### config.mk
export PLATFORM = sky130hd
export DESIGN_NAME = multi_queue_fifo_bank
export DESIGN_NICKNAME = d
export VERILOG_FILES = /design/src/sv/mqfb_pkg.sv /design/src/sv/mqfb_fifo.sv /design/src/sv/mqfb_front.sv /design/src/sv/mqfb_back.sv /design/src/sv/multi_queue_fifo_bank.sv
export SDC_FILE = /design/constraint.sdc
export NUM_CORES = 2
export LEC_CHECK = 0
export ABC_AREA = 1
export BUFFER_PORTS_ARGS = -buffer_cell sky130_fd_sc_hd__buf_2
export CORE_ASPECT_RATIO = 0.75
export CORE_UTILIZATION = 41
export DETAILED_ROUTE_END_ITERATION = 10
export HOLD_SLACK_MARGIN = 0.15
export MAX_ROUTING_LAYER = met4
export PLACE_DENSITY = 0.53
export RECOVER_POWER = 100
export SLEW_MARGIN = 20
export SYNTH_ARGS = -nofsm -noshare
export SYNTH_HDL_FRONTEND = slang
export SYNTH_SLANG_ARGS = --single-unit
### constraint.sdc
create_clock -name clk -period 11.7 [get_ports clk]
set_clock_uncertainty 0.1 [all_clocks]
set_input_delay 2.34 -clock clk [delete_from_list [all_inputs] [get_ports clk]]
set_output_delay 2.34 -clock clk [all_outputs]
set_load 0.01 [all_outputs]
### src/sv/mqfb_pkg.sv
// ----------------------------------------------------------------------------
// mqfb_pkg
// shared types, codes and defaults of the multi-queue fifo bank
// ----------------------------------------------------------------------------
`timescale 1ns / 1ps

package mqfb_pkg;

  localparam int NUM_QUEUES_DEF  = 4;
  localparam int QUEUE_SLOTS_DEF = 16;

  localparam int CMD_DEPTH = 2;
  localparam int OUT_DEPTH = 4;

  localparam logic [15:0] LOST_MAX = 16'hFFFF;

  localparam logic [1:0] ACT_CLEAR = 2'd0;
  localparam logic [1:0] ACT_WRITE = 2'd1;
  localparam logic [1:0] ACT_READ  = 2'd2;
  localparam logic [1:0] ACT_NONE  = 2'd3;

  localparam logic [1:0] ST_OK        = 2'd0;
  localparam logic [1:0] ST_FULL      = 2'd1;
  localparam logic [1:0] ST_BAD_INDEX = 2'd2;
  localparam logic [1:0] ST_EMPTY     = 2'd3;

  typedef enum logic [2:0] {
    OP_CLEAR,
    OP_WRITE,
    OP_READ,
    OP_NOP,
    OP_BAD
  } op_t;

  typedef struct packed {
    logic [1:0]         action;
    logic [2:0]         queue_index;
    logic signed [31:0] write_data;
  } in_item_t;

  typedef struct packed {
    logic [1:0]         status;
    logic signed [31:0] read_data;
    logic [15:0]        lost_count;
    logic [3:0]         occupancy;
  } out_item_t;

  typedef struct packed {
    op_t                op;
    logic [2:0]         qidx;
    logic signed [31:0] data;
  } cmd_t;

endpackage

### src/sv/mqfb_fifo.sv
// ----------------------------------------------------------------------------
// mqfb_fifo
// small register fifo with fill level, used for command and result queues
// ----------------------------------------------------------------------------
`timescale 1ns / 1ps

module mqfb_fifo
  import mqfb_pkg::*;
#(
  parameter int W     = 8,
  parameter int DEPTH = 2
) (
  input  logic                       clk,
  input  logic                       rst_n,
  input  logic                       push,
  input  logic [W-1:0]               din,
  output logic                       full,
  input  logic                       pop,
  output logic [W-1:0]               dout,
  output logic                       empty,
  output logic [$clog2(DEPTH+1)-1:0] level
);

  localparam int PW = (DEPTH > 1) ? $clog2(DEPTH) : 1;
  localparam int LW = $clog2(DEPTH + 1);

  logic [W-1:0]  data_r [DEPTH];
  logic [PW-1:0] wptr_r, wptr_nxt;
  logic [PW-1:0] rptr_r, rptr_nxt;
  logic [LW-1:0] level_r, level_nxt;
  logic          do_push, do_pop;

  assign full    = (level_r == LW'(DEPTH));
  assign empty   = (level_r == '0);
  assign level   = level_r;
  assign dout    = data_r[rptr_r];
  assign do_push = push && !full;
  assign do_pop  = pop && !empty;

  always_comb begin
    wptr_nxt  = wptr_r;
    rptr_nxt  = rptr_r;
    level_nxt = level_r;
    if (do_push) begin
      wptr_nxt = (wptr_r == PW'(DEPTH - 1)) ? '0 : wptr_r + 1'b1;
    end
    if (do_pop) begin
      rptr_nxt = (rptr_r == PW'(DEPTH - 1)) ? '0 : rptr_r + 1'b1;
    end
    if (do_push && !do_pop) begin
      level_nxt = level_r + 1'b1;
    end else if (do_pop && !do_push) begin
      level_nxt = level_r - 1'b1;
    end
  end

  always_ff @(posedge clk) begin
    if (!rst_n) begin
      wptr_r  <= '0;
      rptr_r  <= '0;
      level_r <= '0;
    end else begin
      wptr_r  <= wptr_nxt;
      rptr_r  <= rptr_nxt;
      level_r <= level_nxt;
    end
  end

  always_ff @(posedge clk) begin
    if (do_push) begin
      data_r[wptr_r] <= din;
    end
  end

endmodule

### src/sv/mqfb_front.sv
// ----------------------------------------------------------------------------
// mqfb_front
// classifies an incoming item into a queue command, flagging bad indexes
// ----------------------------------------------------------------------------
`timescale 1ns / 1ps

module mqfb_front
  import mqfb_pkg::*;
#(
  parameter int NUM_QUEUES = NUM_QUEUES_DEF
) (
  input  in_item_t item,
  output cmd_t     cmd
);

  always_comb begin
    cmd.qidx = item.queue_index;
    cmd.data = item.write_data;
    if (32'(item.queue_index) >= NUM_QUEUES) begin
      cmd.op = OP_BAD;
    end else begin
      unique case (item.action)
        ACT_CLEAR: cmd.op = OP_CLEAR;
        ACT_WRITE: cmd.op = OP_WRITE;
        ACT_READ:  cmd.op = OP_READ;
        ACT_NONE:  cmd.op = OP_NOP;
        default:   cmd.op = OP_NOP;
      endcase
    end
  end

endmodule

### src/sv/mqfb_back.sv
// ----------------------------------------------------------------------------
// mqfb_back
// executes queue commands: pointer and counter update, slot memory access,
// result formation in the following cycle with the registered read word
// ----------------------------------------------------------------------------
`timescale 1ns / 1ps

module mqfb_back
  import mqfb_pkg::*;
#(
  parameter int NUM_QUEUES  = NUM_QUEUES_DEF,
  parameter int QUEUE_SLOTS = QUEUE_SLOTS_DEF
) (
  input  logic                           clk,
  input  logic                           rst_n,
  input  logic                           cmd_empty,
  input  cmd_t                           cmd_item,
  output logic                           cmd_pop,
  input  logic [$clog2(OUT_DEPTH+1)-1:0] out_level,
  output logic                           out_push,
  output out_item_t                      out_item
);

  localparam int QW    = (NUM_QUEUES > 1) ? $clog2(NUM_QUEUES) : 1;
  localparam int PW    = $clog2(QUEUE_SLOTS);
  localparam int WORDS = NUM_QUEUES * QUEUE_SLOTS;
  localparam int AW    = (WORDS > 1) ? $clog2(WORDS) : 1;

  logic [PW-1:0]      head_r [NUM_QUEUES];
  logic [PW-1:0]      head_nxt [NUM_QUEUES];
  logic [PW-1:0]      tail_r [NUM_QUEUES];
  logic [PW-1:0]      tail_nxt [NUM_QUEUES];
  logic [PW-1:0]      cnt_r [NUM_QUEUES];
  logic [PW-1:0]      cnt_nxt [NUM_QUEUES];
  logic [15:0]        lost_r [NUM_QUEUES];
  logic [15:0]        lost_nxt [NUM_QUEUES];

  logic signed [31:0] slot_mem_r [WORDS];
  logic signed [31:0] mem_q_r;

  logic               s2_valid_r;
  logic [1:0]         s2_status_r;
  logic [15:0]        s2_lost_r;
  logic [3:0]         s2_occ_r;
  logic               s2_rd_r;

  logic [QW-1:0]      q;
  logic               issue;
  logic               wr_en, rd_en;
  logic [AW-1:0]      waddr, raddr;
  logic [1:0]         status;
  logic [15:0]        lost_o;
  logic [3:0]         occ_o;

  assign q       = QW'(cmd_item.qidx);
  assign issue   = !cmd_empty && ((int'(out_level) + int'(s2_valid_r)) < OUT_DEPTH);
  assign cmd_pop = issue;
  assign waddr   = AW'(q) * AW'(QUEUE_SLOTS) + AW'(tail_r[q]);
  assign raddr   = AW'(q) * AW'(QUEUE_SLOTS) + AW'(head_r[q]);

  always_comb begin
    head_nxt = head_r;
    tail_nxt = tail_r;
    cnt_nxt  = cnt_r;
    lost_nxt = lost_r;
    wr_en    = 1'b0;
    rd_en    = 1'b0;
    status   = ST_OK;
    if (issue) begin
      unique case (cmd_item.op)
        OP_CLEAR: begin
          head_nxt[q] = '0;
          tail_nxt[q] = '0;
          cnt_nxt[q]  = '0;
          lost_nxt[q] = '0;
        end
        OP_WRITE: begin
          if (cnt_r[q] >= PW'(QUEUE_SLOTS - 1)) begin
            status = ST_FULL;
            if (lost_r[q] != LOST_MAX) begin
              lost_nxt[q] = lost_r[q] + 16'd1;
            end
          end else begin
            wr_en       = 1'b1;
            tail_nxt[q] = (tail_r[q] == PW'(QUEUE_SLOTS - 1)) ? '0 : tail_r[q] + 1'b1;
            cnt_nxt[q]  = cnt_r[q] + 1'b1;
          end
        end
        OP_READ: begin
          if (cnt_r[q] == '0) begin
            status = ST_EMPTY;
          end else begin
            rd_en       = 1'b1;
            head_nxt[q] = (head_r[q] == PW'(QUEUE_SLOTS - 1)) ? '0 : head_r[q] + 1'b1;
            cnt_nxt[q]  = cnt_r[q] - 1'b1;
          end
        end
        OP_BAD:  status = ST_BAD_INDEX;
        OP_NOP:  status = ST_OK;
        default: status = ST_OK;
      endcase
    end
    if (cmd_item.op == OP_BAD) begin
      lost_o = '0;
      occ_o  = '0;
    end else begin
      lost_o = lost_nxt[q];
      occ_o  = 4'(cnt_nxt[q]);
    end
  end

  always_ff @(posedge clk) begin
    if (!rst_n) begin
      for (int i = 0; i < NUM_QUEUES; i++) begin
        head_r[i] <= '0;
        tail_r[i] <= '0;
        cnt_r[i]  <= '0;
        lost_r[i] <= '0;
      end
      s2_valid_r <= 1'b0;
    end else begin
      head_r     <= head_nxt;
      tail_r     <= tail_nxt;
      cnt_r      <= cnt_nxt;
      lost_r     <= lost_nxt;
      s2_valid_r <= issue;
    end
  end

  always_ff @(posedge clk) begin
    if (issue) begin
      s2_status_r <= status;
      s2_lost_r   <= lost_o;
      s2_occ_r    <= occ_o;
      s2_rd_r     <= rd_en;
    end
  end

  // slot memory, one write and one read port
  always_ff @(posedge clk) begin
    if (wr_en) begin
      slot_mem_r[waddr] <= cmd_item.data;
    end
    if (rd_en) begin
      mem_q_r <= slot_mem_r[raddr];
    end
  end

  assign out_push           = s2_valid_r;
  assign out_item.status     = s2_status_r;
  assign out_item.read_data  = s2_rd_r ? mem_q_r : 32'sd0;
  assign out_item.lost_count = s2_lost_r;
  assign out_item.occupancy  = s2_occ_r;

endmodule

### src/sv/multi_queue_fifo_bank.sv
// Bank of NUM_QUEUES circular word queues with QUEUE_SLOTS slots each.
// Input channel: in_push / in_full carry an item (action, queue_index,
// write_data) that clears, writes or reads one queue. A queue is full at
// QUEUE_SLOTS-1 entries; writes to a full queue are dropped and counted.
// Result channel: out_empty / out_pop present one result per item, in item
// order: status, popped word, lost-data count and occupancy of the queue.
// A result becomes poppable once its item has passed the command queue, the
// execute stage with its registered slot read, and the result queue.
// Throughput: one item per cycle while results are popped; execution
// updates one queue's pointers and does one slot memory access per cycle.
// The command queue (2 deep) lets the input keep flowing briefly while the
// execute stage waits; the result queue (4 deep) holds finished results.
// When the receiver stalls, the result queue fills, execution pauses, then
// the command queue fills and in_full rises; nothing is lost.
// Reset (rst_n low, synchronous) empties both queues and zeroes all queue
// pointers, counts and lost-data counters; slot contents are not cleared.
// ----------------------------------------------------------------------------
// multi_queue_fifo_bank
// top level: front classifier, command queue, execute stage, result queue
// ----------------------------------------------------------------------------
`timescale 1ns / 1ps

module multi_queue_fifo_bank
  import mqfb_pkg::*;
#(
  parameter int NUM_QUEUES  = NUM_QUEUES_DEF,
  parameter int QUEUE_SLOTS = QUEUE_SLOTS_DEF
) (
  input  logic      clk,
  input  logic      rst_n,
  input  logic      in_push,
  output logic      in_full,
  input  in_item_t  in_item,
  output logic      out_empty,
  input  logic      out_pop,
  output out_item_t out_item
);

  localparam int CW = $bits(cmd_t);
  localparam int OW = $bits(out_item_t);
  localparam int CLW = $clog2(CMD_DEPTH + 1);
  localparam int OLW = $clog2(OUT_DEPTH + 1);

  cmd_t            front_cmd;
  cmd_t            back_cmd;
  logic [CW-1:0]   cmd_dout;
  logic            cmd_empty;
  logic            cmd_pop;
  logic [CLW-1:0]  cmd_level;
  logic            res_push;
  out_item_t       res_item;
  logic [OW-1:0]   res_dout;
  logic            res_full;
  logic [OLW-1:0]  res_level;

  mqfb_front #(
    .NUM_QUEUES(NUM_QUEUES)
  ) u_front (
    .item (in_item),
    .cmd  (front_cmd)
  );

  mqfb_fifo #(
    .W    (CW),
    .DEPTH(CMD_DEPTH)
  ) u_cmd_fifo (
    .clk  (clk),
    .rst_n(rst_n),
    .push (in_push),
    .din  (front_cmd),
    .full (in_full),
    .pop  (cmd_pop),
    .dout (cmd_dout),
    .empty(cmd_empty),
    .level(cmd_level)
  );

  assign back_cmd = cmd_t'(cmd_dout);

  mqfb_back #(
    .NUM_QUEUES (NUM_QUEUES),
    .QUEUE_SLOTS(QUEUE_SLOTS)
  ) u_back (
    .clk      (clk),
    .rst_n    (rst_n),
    .cmd_empty(cmd_empty),
    .cmd_item (back_cmd),
    .cmd_pop  (cmd_pop),
    .out_level(res_level),
    .out_push (res_push),
    .out_item (res_item)
  );

  mqfb_fifo #(
    .W    (OW),
    .DEPTH(OUT_DEPTH)
  ) u_out_fifo (
    .clk  (clk),
    .rst_n(rst_n),
    .push (res_push),
    .din  (res_item),
    .full (res_full),
    .pop  (out_pop),
    .dout (res_dout),
    .empty(out_empty),
    .level(res_level)
  );

  assign out_item = out_item_t'(res_dout);

  // result queue never overflows: execution is credit limited
  logic unused_ok;
  assign unused_ok = res_full & (cmd_level != '0);

endmodule

==> qor.txt <==
Syn. warnings: 0
Status: finished with violations
Buffers on Ports: 96
Max Cap Viol: 48
Root Buffer: clkbuf_16
Kind of cell adding the most delay to the critical path: buffers and inverters
HP Class: flip-flop to flip-flop
Routed WL: 324600 microns
Post-synthesis sequential area ratio: 72.85%
Initial antenna violation count: 24
Syn Std Cell Area: 102100 sq um
Nets: 8469
Post-synth EDFFs: 2393
Peak VDD IR: 331.7 uV
Period utilization: 76.47%
Setup violations, final: 0
Gr usage total: 26.01%
Max incr delay on CP: 1260 ps
Leakage: 0.03773 uW
Worst Tran Pin Value: 4362 ps
Tmin final: 8947 ps
Placed instance area: 106500 sq um
HPWL after DPL: 170700 microns
Area leader, netlist: edfxtp_1
Top_reg_cell synth: edfxtp_1
Final total negative setup slack: 0 ps
Die width: 578.3 microns
Reg clk slew, reported paths: 70 ps
Synth top cells by count: edfxtp_1 (2393), nor2_1 (1575), nand2_1 (1178)
Fin. Hold Viols: 0
Post-synth top area share: 70.36%
Layout Cell Area excl Fill: 113400 sq um
Vias in the first global route: 63681
Bufs and invs on worst path: 6
Fin util: 45.85%
H-tree Lvls: 4
Synthesized area per cell: 12.07 sq um
Die H: 434.2 microns
TritonCTS Buffers: 242
Core area: 247300 sq um
Post-CTS sizing: 0
Gr ovfl total: 0
Detailed Route Iter0 Violations: 10075
Setup bufs post-CTS: 0
Max-slew violations: 2621
Worst-path fanout max: 40
Hold buffer count at cts: 0
CP cell instances: clkbuf_1, inv_1, nand2_4, nand2_1, buf_4, nand2_1, inv_2, buf_4, nand2_1, nand2_1, nor2_1, nand2_1, nor2_1, nand3_4, nand2_1, inv_1, nor2_1, o21ai_0, nand2_1, nand2_1, nand2_1, nand2_1, nor2_1, nor2_1
Antenna Nets Post-Route: 0
Post-synth cell types: 47
Routability cong.: 0.8637
Avg WL per Cell: 27.29 microns
Gate Count Post-Synth: 8462
CP required: 12210 ps
Clock Sinks: 2520
# DRC: 0
Initial Util: 41.29%
Flop and latch count out of synthesis: 2520
Vias per cell: 5.801
Crit Path Category: flip-flop to flip-flop
Clock Latency Late Sink: 890 ps
Global-route wire length before repair: 461700 microns
Setup crit start kind: flip-flop
Largest net degree at the start of global routing: 221
Share of post-route cells with drive strength above 1: 6.612%
RSZ-0062 raised after global routing: false
Mapped Nets: 8516
Async set or reset register ratio after synthesis: 0%
Via Count: 68986
Synth area leaders: edfxtp_1 (70%), nor2_1 (5.8%), o21ai_0 (5.7%)
CTS tree: built
CP most frequent cell: nand2_1
Worst slew margin: -190.8%
CP arrival: 9450 ps
Clk buf depth: 4
Pre-Repair DR Iteration Count: 6
CP max-delay cell: clkbuf_1
Failing checks: max-capacitance violations, max-slew violations
# rows: 158
CP endpoint kind: flip-flop
Fmax: 0.1118 GHz
IO Count: 97
Area grow syn2layout: 11.03%
Most common cell in the netlist: edfxtp_1
Die ar.: 251100 sq um
PD cells: 262.1 nW/um^2
layout make-up:
type                            instances  area [sq um]
Sequential cell                      2520         74400
Multi-Input combinational cell       5181         25010
Clock inverter                        114         889.6
Tap cell                             3280          4104
Timing Repair Buffer                  269          1682
Fill cell                           22274        133900
Inverter                              201         788.3
Clock buffer                          320          6494
Antenna cell                            7         17.52
cells by family (layout without fill, tap and decap cells):
| logic type | count (synthesis) | count (layout) | synth area share [%] |
|---|---|---|---|
| adder cells (fa/ha/maj) | 13 | 13 | 0.1666 |
| flip-flops | 2520 | 2520 | 72.85 |
| AND/OR/NAND/NOR | 3221 | 3221 | 12.63 |
| XOR/XNOR | 8 | 8 | 0.06861 |
| AO/OA/AOI/OAI | 1939 | 1939 | 11.21 |
| other | 0 | 7 | 0 |
| buffers and inverters | 761 | 904 | 3.069 |
worst register-to-register path, cell delays in order (launching register included):
cell      delay (ps)
dfxtp_1          300
clkbuf_1        1260
inv_1           1170
nand2_4          340
nand2_1           70
buf_4            290
nand2_1          500
inv_2            550
buf_4            480
nand2_1          130
nand2_1           50
nor2_1           320
nand2_1          130
nor2_1           210
nand3_4          360
nand2_1          840
inv_1            530
nor2_1           190
o21ai_0          100
nand2_1           90
nand2_1           80
nand2_1           60
nand2_1           50
nor2_1           400
nor2_1            70
final timing paths:
path / endpoint / slack (ps) / cells past startpoint / startpoint
max: u_back.s2_lost_r[1] / 2750 / 24 / flip-flop
min: u_back.head_r[8] / 350 / 2 / u_back.head_r[8]
max reg2reg: u_back.s2_lost_r[1] / 2750 / 24 / flip-flop
min reg2reg: u_back.head_r[8] / 350 / 2 / u_back.head_r[8]
cells in the final DEF (no fill, tap or decap), types with 4 or more instances in the layout:
master and n:
clkinv_1 54, nand2_4 4, o21ai_0 1176, nor2_1 1527, nor2_4 54, o21ai_1 29
inv_2 7, bufinv_16 13, o22ai_1 63, clkinv_2 39, buf_12 13, ha_1 12
nand4_1 10, o221ai_1 256, edfxtp_1 2393, nand3_1 384, o211ai_1 257, a21o_1 4
inv_1 187, a21oi_1 136, xor2_1 7, clkbuf_1 194, nand2_2 30, buf_2 19
nand2_1 1157, buf_4 110, clkbuf_16 246, dfxtp_1 126, nand3b_1 35, diode_2 7
nor3_1 10, a31oi_1 7, clkbuf_8 6
per-stage QoR:
step	instances	hold slack, ps	setup WS (ps)	total power, uW
6_report	11892	346.4	2753	29720
5_1_grt	11888	370.7	2116	30950
4_1_cts	11882	348.4	4516	29610
3_5_place_dp	11448	338.3	4564	22100
3_3_place_gp	11448	334.3	4636	21990
2_1_floorplan	8462	323.8	6747	17420
sequential cells by signal, summed over array words and instances (netlist names), 2 cells and up, named ones only:
name,flops
u_back.slot_mem_r,2048
u_back.head_r,16
u_out_fifo.level,3
u_back.cnt_r,16
u_back.s2_status_r,2
u_out_fifo.rptr_r,2
u_back.tail_r,16
u_out_fifo.data_r,216
u_back.s2_lost_r,16
u_cmd_fifo.data_r,74
u_cmd_fifo.level,2
u_back.s2_occ_r,4
u_out_fifo.wptr_r,2
u_back.mem_q_r,32
u_back.lost_r,64
per-layer routing:
metal	up-vias	track usage (%)	part of all wire, %
li1	30589	-	-
met5	-	-	0
met2	3230	36.34	42
met1	34803	39.44	46
met4	0	5.482	2.1
met3	364	4.545	9.8
report_power, final:
group | internal (uW) | switching [uW] | leakage, uW | total, uW
Clock | 4160 | 3410 | 0.00362 | 7570
Combinational | 2360 | 8320 | 0.0114 | 10700
Sequential | 11300 | 157 | 0.0227 | 11500
Power figures use the tool's default switching activity.
